==> src/hdl/luhn_pkg.sv <==
// Shared widths, result codes and the status struct of the Luhn card number classifier.
// Used by luhn_bcd_conv, luhn_digit_scan and luhn_card_number_classifier; no dependencies.
package luhn_pkg;

    // Width of the binary card number.
    localparam int CARD_W = 54;
    // Decimal digits that a CARD_W-bit number can have (2**54 - 1 has 17 digits).
    localparam int BCD_DIGITS = 17;
    localparam int BCD_W = 4 * BCD_DIGITS;
    // Default for the longest number that still gets a Luhn sum.
    localparam int MAX_DIGITS_DEF = 16;

    localparam int BRAND_W = 2;
    localparam int COUNT_W = 5;
    localparam int SUM_W = 8;

    typedef enum logic [BRAND_W-1:0] {
        BRAND_INVALID  = 2'd0,
        BRAND_PFX34_37 = 2'd1,
        BRAND_PFX51_55 = 2'd2,
        BRAND_PFX4     = 2'd3
    } luhn_brand_t;

    // Status that each serial unit reports to the sequencer.
    typedef struct packed {
        logic busy;
        logic done;
    } luhn_status_t;

endpackage

==> src/hdl/luhn_bcd_conv.sv <==
// Bit-serial binary to BCD converter (shift and add-3), one input bit per cycle.
// Depends on luhn_pkg for the card and BCD widths and the status struct.
module luhn_bcd_conv
    import luhn_pkg::*;
(
    input  logic                aclk,
    input  logic                aresetn,
    input  logic                start,
    input  logic [CARD_W-1:0]   number,
    output logic [BCD_W-1:0]    bcd,
    output luhn_status_t        status
);

    localparam int CNT_W = $clog2(CARD_W);

    logic [CARD_W-1:0] bin_reg;
    logic [BCD_W-1:0]  bcd_reg;
    logic [BCD_W-1:0]  adj;
    logic [CNT_W-1:0]  cnt_reg;
    logic              busy_reg;
    logic              done_reg;

    // Every BCD digit of five or more gets three added before the shift.
    always_comb begin
        for (int i = 0; i < BCD_DIGITS; i++) begin
            if (bcd_reg[4*i +: 4] >= 4'd5) begin
                adj[4*i +: 4] = bcd_reg[4*i +: 4] + 4'd3;
            end else begin
                adj[4*i +: 4] = bcd_reg[4*i +: 4];
            end
        end
    end

    always_ff @(posedge aclk) begin
        if (!aresetn) begin
            busy_reg <= 1'b0;
            done_reg <= 1'b0;
        end else begin
            done_reg <= 1'b0;
            if (start) begin
                busy_reg <= 1'b1;
            end else if (busy_reg && cnt_reg == CNT_W'(CARD_W - 1)) begin
                busy_reg <= 1'b0;
                done_reg <= 1'b1;
            end
        end
    end

    always_ff @(posedge aclk) begin
        if (start) begin
            bin_reg <= number;
            bcd_reg <= '0;
            cnt_reg <= '0;
        end else if (busy_reg) begin
            bcd_reg <= {adj[BCD_W-2:0], bin_reg[CARD_W-1]};
            bin_reg <= {bin_reg[CARD_W-2:0], 1'b0};
            cnt_reg <= cnt_reg + 1'b1;
        end
    end

    assign bcd = bcd_reg;
    assign status = '{busy: busy_reg, done: done_reg};

endmodule

==> src/hdl/luhn_digit_scan.sv <==
// Digit-serial Luhn accumulator: walks the BCD digits from the right, one per cycle,
// forming the sum, the sum modulo ten, the digit count and the two leading digits.
// Depends on luhn_pkg.
module luhn_digit_scan
    import luhn_pkg::*;
(
    input  logic               aclk,
    input  logic               aresetn,
    input  logic               start,
    input  logic [BCD_W-1:0]   bcd,
    output logic [COUNT_W-1:0] digit_count,
    output logic [SUM_W-1:0]   sum,
    output logic               mod_zero,
    output logic [3:0]         lead_hi,
    output logic [3:0]         lead_lo,
    output luhn_status_t       status
);

    localparam int POS_W = $clog2(BCD_DIGITS);

    logic [BCD_W-1:0]   dig_reg;
    logic [POS_W-1:0]   pos_reg;
    logic [SUM_W-1:0]   sum_reg;
    logic [3:0]         mod_reg;
    logic [COUNT_W-1:0] count_reg;
    logic [3:0]         hi_reg;
    logic [3:0]         lo_reg;
    logic [3:0]         prev_reg;
    logic               busy_reg;
    logic               done_reg;

    logic [3:0] d;
    logic [4:0] dbl;
    logic [3:0] dd;
    logic [4:0] msum;
    logic [3:0] mod_next;

    // Digits at odd positions are doubled; a doubled value of ten or more
    // drops to its digit sum.
    always_comb begin
        d   = dig_reg[3:0];
        dbl = {d, 1'b0};
        if (!pos_reg[0]) begin
            dd = d;
        end else if (dbl >= 5'd10) begin
            dd = 4'(dbl - 5'd9);
        end else begin
            dd = dbl[3:0];
        end
        msum = {1'b0, mod_reg} + {1'b0, dd};
        if (msum >= 5'd10) begin
            mod_next = 4'(msum - 5'd10);
        end else begin
            mod_next = msum[3:0];
        end
    end

    always_ff @(posedge aclk) begin
        if (!aresetn) begin
            busy_reg <= 1'b0;
            done_reg <= 1'b0;
        end else begin
            done_reg <= 1'b0;
            if (start) begin
                busy_reg <= 1'b1;
            end else if (busy_reg && pos_reg == POS_W'(BCD_DIGITS - 1)) begin
                busy_reg <= 1'b0;
                done_reg <= 1'b1;
            end
        end
    end

    always_ff @(posedge aclk) begin
        if (start) begin
            dig_reg   <= bcd;
            pos_reg   <= '0;
            sum_reg   <= '0;
            mod_reg   <= '0;
            count_reg <= '0;
            hi_reg    <= '0;
            lo_reg    <= '0;
            prev_reg  <= '0;
        end else if (busy_reg) begin
            dig_reg  <= {4'd0, dig_reg[BCD_W-1:4]};
            pos_reg  <= pos_reg + 1'b1;
            sum_reg  <= sum_reg + SUM_W'(dd);
            mod_reg  <= mod_next;
            prev_reg <= d;
            // The most significant nonzero digit seen so far sets the count
            // and the leading pair.
            if (d != 4'd0) begin
                count_reg <= COUNT_W'(pos_reg + 1'b1);
                hi_reg    <= d;
                lo_reg    <= prev_reg;
            end
        end
    end

    assign digit_count = count_reg;
    assign sum         = sum_reg;
    assign mod_zero    = (mod_reg == 4'd0);
    assign lead_hi     = hi_reg;
    assign lead_lo     = lo_reg;
    assign status      = '{busy: busy_reg, done: done_reg};

endmodule

==> src/hdl/luhn_card_number_classifier.sv <==
// Top level of the Luhn card number classifier: sequencer, classification and result register.
// Depends on luhn_pkg, luhn_bcd_conv and luhn_digit_scan.
//
//   channel  direction  handshake            payload
//   s_       in         s_valid / s_ready    s_card_number[53:0]
//   m_       out        m_valid / m_ready    m_brand[1:0], m_luhn_ok, m_digit_count[4:0],
//                                            m_luhn_sum[7:0]
//
// A beat goes from acceptance to the result register through the bit-serial binary to BCD
// converter (one input bit per cycle), a handover to the digit scan, the digit scan (one
// decimal digit per cycle) and a load, which waits while the previous result is stalled.
// Reset is synchronous and active low; it clears the sequencer and the valid flags.
// A new beat is taken as soon as the sequencer is idle, even while the previous result
// still waits in the output register; a stalled result only holds the finished scan.
module luhn_card_number_classifier
    import luhn_pkg::*;
#(
    parameter int MAX_DIGITS = MAX_DIGITS_DEF
) (
    input  logic               aclk,
    input  logic               aresetn,
    input  logic               s_valid,
    output logic               s_ready,
    input  logic [CARD_W-1:0]  s_card_number,
    output logic               m_valid,
    input  logic               m_ready,
    output logic [BRAND_W-1:0] m_brand,
    output logic               m_luhn_ok,
    output logic [COUNT_W-1:0] m_digit_count,
    output logic [SUM_W-1:0]   m_luhn_sum
);

    typedef enum logic [1:0] {
        ST_IDLE,
        ST_CONV,
        ST_SCAN,
        ST_HOLD
    } state_t;

    state_t state_reg;

    logic               m_valid_reg;
    logic [BRAND_W-1:0] brand_reg;
    logic               ok_reg;
    logic [COUNT_W-1:0] count_reg;
    logic [SUM_W-1:0]   sum_reg;

    logic [BCD_W-1:0]   bcd;
    luhn_status_t       conv_status;
    luhn_status_t       scan_status;
    logic [COUNT_W-1:0] scan_count;
    logic [SUM_W-1:0]   scan_sum;
    logic               scan_mod_zero;
    logic [3:0]         lead_hi;
    logic [3:0]         lead_lo;

    logic               accept;
    logic               result_free;
    logic               load;
    logic               too_long;
    logic               ok_next;
    logic [SUM_W-1:0]   sum_next;
    luhn_brand_t        brand_next;

    assign s_ready     = (state_reg == ST_IDLE);
    assign accept      = s_valid && s_ready;
    assign result_free = !m_valid_reg || m_ready;

    // The result register loads when the scan has finished and the previous
    // result is gone or leaves in this very cycle.
    assign load = result_free &&
                  ((state_reg == ST_SCAN && scan_status.done) || state_reg == ST_HOLD);

    luhn_bcd_conv u_conv (
        .aclk    (aclk),
        .aresetn (aresetn),
        .start   (accept),
        .number  (s_card_number),
        .bcd     (bcd),
        .status  (conv_status)
    );

    luhn_digit_scan u_scan (
        .aclk        (aclk),
        .aresetn     (aresetn),
        .start       (conv_status.done),
        .bcd         (bcd),
        .digit_count (scan_count),
        .sum         (scan_sum),
        .mod_zero    (scan_mod_zero),
        .lead_hi     (lead_hi),
        .lead_lo     (lead_lo),
        .status      (scan_status)
    );

    // Numbers longer than MAX_DIGITS keep their true digit count but get no sum,
    // fail the check and are never classed. The brand tests need at least 13 digits,
    // so numbers with fewer than two digits fall out as invalid by themselves.
    always_comb begin
        too_long   = (scan_count > COUNT_W'(MAX_DIGITS));
        ok_next    = !too_long && scan_mod_zero;
        sum_next   = too_long ? '0 : scan_sum;
        brand_next = BRAND_INVALID;
        if (ok_next) begin
            if (lead_hi == 4'd3 && (lead_lo == 4'd4 || lead_lo == 4'd7) &&
                scan_count == COUNT_W'(15)) begin
                brand_next = BRAND_PFX34_37;
            end else if (lead_hi == 4'd5 && lead_lo >= 4'd1 && lead_lo <= 4'd5 &&
                         scan_count == COUNT_W'(16)) begin
                brand_next = BRAND_PFX51_55;
            end else if (lead_hi == 4'd4 &&
                         (scan_count == COUNT_W'(13) || scan_count == COUNT_W'(16))) begin
                brand_next = BRAND_PFX4;
            end
        end
    end

    // Sequencer and result register.
    always_ff @(posedge aclk) begin
        if (!aresetn) begin
            state_reg   <= ST_IDLE;
            m_valid_reg <= 1'b0;
        end else begin
            if (load) begin
                m_valid_reg <= 1'b1;
                brand_reg   <= brand_next;
                ok_reg      <= ok_next;
                count_reg   <= scan_count;
                sum_reg     <= sum_next;
            end else if (m_ready) begin
                m_valid_reg <= 1'b0;
            end

            case (state_reg)
                ST_IDLE: begin
                    if (accept) begin
                        state_reg <= ST_CONV;
                    end
                end
                ST_CONV: begin
                    if (conv_status.done) begin
                        state_reg <= ST_SCAN;
                    end
                end
                ST_SCAN: begin
                    if (scan_status.done) begin
                        state_reg <= load ? ST_IDLE : ST_HOLD;
                    end
                end
                ST_HOLD: begin
                    if (load) begin
                        state_reg <= ST_IDLE;
                    end
                end
                default: begin
                    state_reg <= ST_IDLE;
                end
            endcase
        end
    end

    assign m_valid       = m_valid_reg;
    assign m_brand       = brand_reg;
    assign m_luhn_ok     = ok_reg;
    assign m_digit_count = count_reg;
    assign m_luhn_sum    = sum_reg;

    // A new result appears only right after a finished scan.
    a_result_after_scan: assert property (@(posedge aclk) disable iff (!aresetn)
        $rose(m_valid_reg) |-> ($past(state_reg) == ST_SCAN || $past(state_reg) == ST_HOLD))
        else $error("result register loaded outside the end of a scan");

    // While the input side is open, neither serial unit may be running.
    a_idle_units: assert property (@(posedge aclk) disable iff (!aresetn)
        s_ready |-> (!conv_status.busy && !scan_status.busy))
        else $error("input ready while a serial unit is busy");

    // A classed number has always passed the check.
    a_brand_needs_ok: assert property (@(posedge aclk) disable iff (!aresetn)
        (m_valid_reg && m_brand != BRAND_INVALID) |-> m_luhn_ok)
        else $error("brand given to a number that failed the check");

    // A passing number is never longer than the accepted length.
    a_ok_length: assert property (@(posedge aclk) disable iff (!aresetn)
        (m_valid_reg && m_luhn_ok) |-> (m_digit_count <= COUNT_W'(MAX_DIGITS)))
        else $error("check passed for an overlong number");

    // The scan is started only by the converter's completion.
    a_scan_start: assert property (@(posedge aclk) disable iff (!aresetn)
        conv_status.done |-> state_reg == ST_CONV)
        else $error("conversion finished outside the conversion phase");

endmodule

==> config.mk <==
export PLATFORM = sky130hd
export DESIGN_NAME = luhn_card_number_classifier
export DESIGN_NICKNAME = d
export VERILOG_FILES = /design/src/hdl/luhn_pkg.sv /design/src/hdl/luhn_bcd_conv.sv /design/src/hdl/luhn_digit_scan.sv /design/src/hdl/luhn_card_number_classifier.sv
export SDC_FILE = /design/constraint.sdc
export NUM_CORES = 1
export LEC_CHECK = 0
export BUFFER_PORTS_ARGS = -buffer_cell sky130_fd_sc_hd__buf_2
export CORE_MARGIN = 2
export CORE_UTILIZATION = 55
export CTS_CLUSTER_DIAMETER = 60
export CTS_CLUSTER_SIZE = 16
export DETAILED_ROUTE_END_ITERATION = 7
export HOLD_SLACK_MARGIN = 0.08
export PLACE_DENSITY_LB_ADDON = 0.08
export SYNTH_ARGS = -nofsm -noshare
export SYNTH_HDL_FRONTEND = slang
export SYNTH_SLANG_ARGS = --single-unit
==> constraint.sdc <==
create_clock -name aclk -period 3.9 [get_ports aclk]
set_input_delay 0.39 -clock aclk [delete_from_list [all_inputs] [get_ports aclk]]
set_output_delay 0.39 -clock aclk [all_outputs]
set_load 0.01 [all_outputs]
==> out/qor.yml <==
skew_ns: 0.0170
synth_area_leaders: "edfxtp_1 35%, dfxtp_1 19%, mux2_2 11%"
insertion_delay_ns: 0.51
ctsHoldBuffers: 0
crit_slowest_cell: "edfxtp_1"
via_per_inst: 5.34
firstDrtPassIters: 4
tightest_slew_ns: 0.887
dieArea_um2: 22800
yosysWarnings: 0
grt_pass1_vias: 7073
antenna_found_initial: 0
hold_class: "in -> reg"
die_x_um: 151
ys_seq_area_frac: 0.542
grt_max_degree: 92
slew_violations: 0
cp.buffers_inverters: 2
h-tree-depth: 1
final_area_um2: 13200
maxCapViolCount: 0
synth_seq_cells: 253
ant_nets: 0
yosysTopAreaCellShare: 0.348
clk_pin_slew_ns: 0.07
place_ws_ns: 0.210
instances_no_fill: 1383
max_freq_ghz: 0.283
slew_headroom: 0.409
place_inst: 1343
via_count: 7382
netlist_area_um2: 11900
fin_setup_tns_ns: 0
worst-setup-path-type: "reg -> reg"
clockRootBuffer: "clkbuf_16"
global_route.overflow_total: 0
grtUsageTotal: 0.180
grt_pass1_wl_mm: 33.8
startpoint_type: "flop"
port_buffers: 75
yosysTopAreaCell: "edfxtp_1"
nets: 1201
antenna_cells: 0
setup_viol: 0
wl_per_cell_um: 14.7
start_util: 0.562
clockBufferDepth: 3
synth_cell_types: 52
syn-num-nets: 1137
clock-sinks: 253
routed_wl_mm: 20.3
path_cells: "inv_1, ha_1, nand2b_1, a21oi_2, xnor2_1, nand2_1, a21boi_1, fa_2, xnor2_2, inv_1, ha_1, o31ai_1, a311o_1, or3_1, a311oi_2"
leakage_nw: 4.92
num_io_pins: 76
rsz0062_at_grt: "false"
syn_avg_cell_area_um2: 11.6
chipHeight_um: 151
synthArstFlopShare: 0
drive_gt1_frac: 0.223
cp.required_ns: 4.33
synth_edf_count: 138
post_cts_buffers: 0
peakVddDrop_mv: 0.285
area_growth_pct: 11.2
cts_tree: "built"
worst_slack_ns: 0.367
row_count: 53
synthFlopType: "edfxtp_1"
outcome: "completed"
crit_fanout: 6
syn_inst: 1028
period_needed_ns: 3.53
drc_errors: 0
worst_ep_arrival_time_ns: 3.96
gp_congestion: 0.773
timing.critical_path.max_delay_family: "compound AO/OA/AOI/OAI gates"
max_stage_delay_ns: 0.43
hold_viol_final: 0
core_area_um2: 21200
dp_hpwl_mm: 12.7
placed_area_um2: 12500
drtIter0Drc: 340
crit_path_end_kind: "flop"
period_share: 0.906
power.total_mw: 5.31
p_per_area_nw_per_um2: 401
cts_buffers: 22
-- layer usage --
layer | vias up | wire length (um) | track usage
li1 | 3788 | - | -
met1 | 3479 | 9690 | 0.248
met2 | 86 | 9540 | 0.303
met3 | 29 | 681 | 0.0262
met4 | 0 | 382 | 0.0411
met5 | - | 0 | 0
-- layout by cell type, fill, tap and decap left out, types with 17 or more instances in the layout --
cell,n
a21o_1,19
a21oi_1,69
buf_2,75
clkbuf_16,23
dfxtp_1,113
edfxtp_1,138
ha_1,49
inv_1,51
mux2_2,119
mux2i_1,34
nand2_1,54
nand2b_1,52
nand3_1,38
nor2_1,68
o211ai_1,17
o21ai_0,43
xnor2_1,37
-- kinds of logic after synthesis --
kind of cell | count (synthesis) | synth area share
simple gates | 257 | 0.108
compound gates | 168 | 0.0852
fa+ha+maj | 51 | 0.0549
flops | 253 | 0.542
xor+xnor | 50 | 0.0375
mux | 153 | 0.141
buf+inv | 96 | 0.0315
-- through the flow --
step,hold slack (ns),utilization
finish,0.174,0.625
global route,0.163,0.625
CTS,0.153,0.625
detailed placement,0.458,0.592
global placement,0.456,0.592
floorplan,0.440,-
-- report_power, final --
part / switching, mW / total [mW] / leakage (nW) / internal (mW)
sequential: 0.0386 / 2.93 / 2.24 / 2.90
clock: 0.973 / 2.12 / 0.337 / 1.15
combinational: 0.125 / 0.251 / 2.34 / 0.126
-- synth_stat cells, drive strengths merged (13+ instances only) --
master	n
nand2	55
nand2b	52
mux2	119
nand3	38
o211ai	17
o21ai	43
nor2	68
xnor2	38
clkbuf	28
inv	51
ha	49
a21o	19
buf	17
a21oi	70
dfxtp	115
edfxtp	138
mux2i	34
and2	13
-- repair_timing --
action	CTS	global route
gates resized for setup	0	3
endpoints found under the setup margin	0	1
endpoints found under the hold margin	0	0
-- final timing paths --
kind	start	endpoint	slack, ns	cells past startpoint
max	u_scan.dig_reg[1]	u_scan.mod_reg[1]	0.37	15
min	s_card_number[52]	u_conv.bin_reg[52]	0.17	2
max reg2reg	u_scan.dig_reg[1]	u_scan.mod_reg[1]	0.37	15
min reg2reg	u_scan.prev_reg[3]	u_scan.prev_reg[3]	0.47	2
-- worst reg2reg max path, stage by stage, from the launching register on --
cell	delay, ns
edfxtp_1	0.43
inv_1	0.16
ha_1	0.22
nand2b_1	0.09
a21oi_2	0.22
xnor2_1	0.14
nand2_1	0.07
a21boi_1	0.20
fa_2	0.41
xnor2_2	0.17
inv_1	0.07
ha_1	0.24
o31ai_1	0.10
a311o_1	0.36
or3_1	0.33
a311oi_2	0.23
-- area by class of cell --
| type | instances | area, um2 |
|---|---|---|
| Sequential cell | 253 | 6450 |
| Tap cell | 275 | 344 |
| Inverter | 51 | 191 |
| Multi-Input combinational cell | 679 | 5080 |
| Clock buffer | 34 | 637 |
| Fill cell | 1749 | 7930 |
| Timing Repair Buffer | 85 | 463 |
| Clock inverter | 6 | 55.1 |
Note: power is estimated with default switching activity, not from simulation.
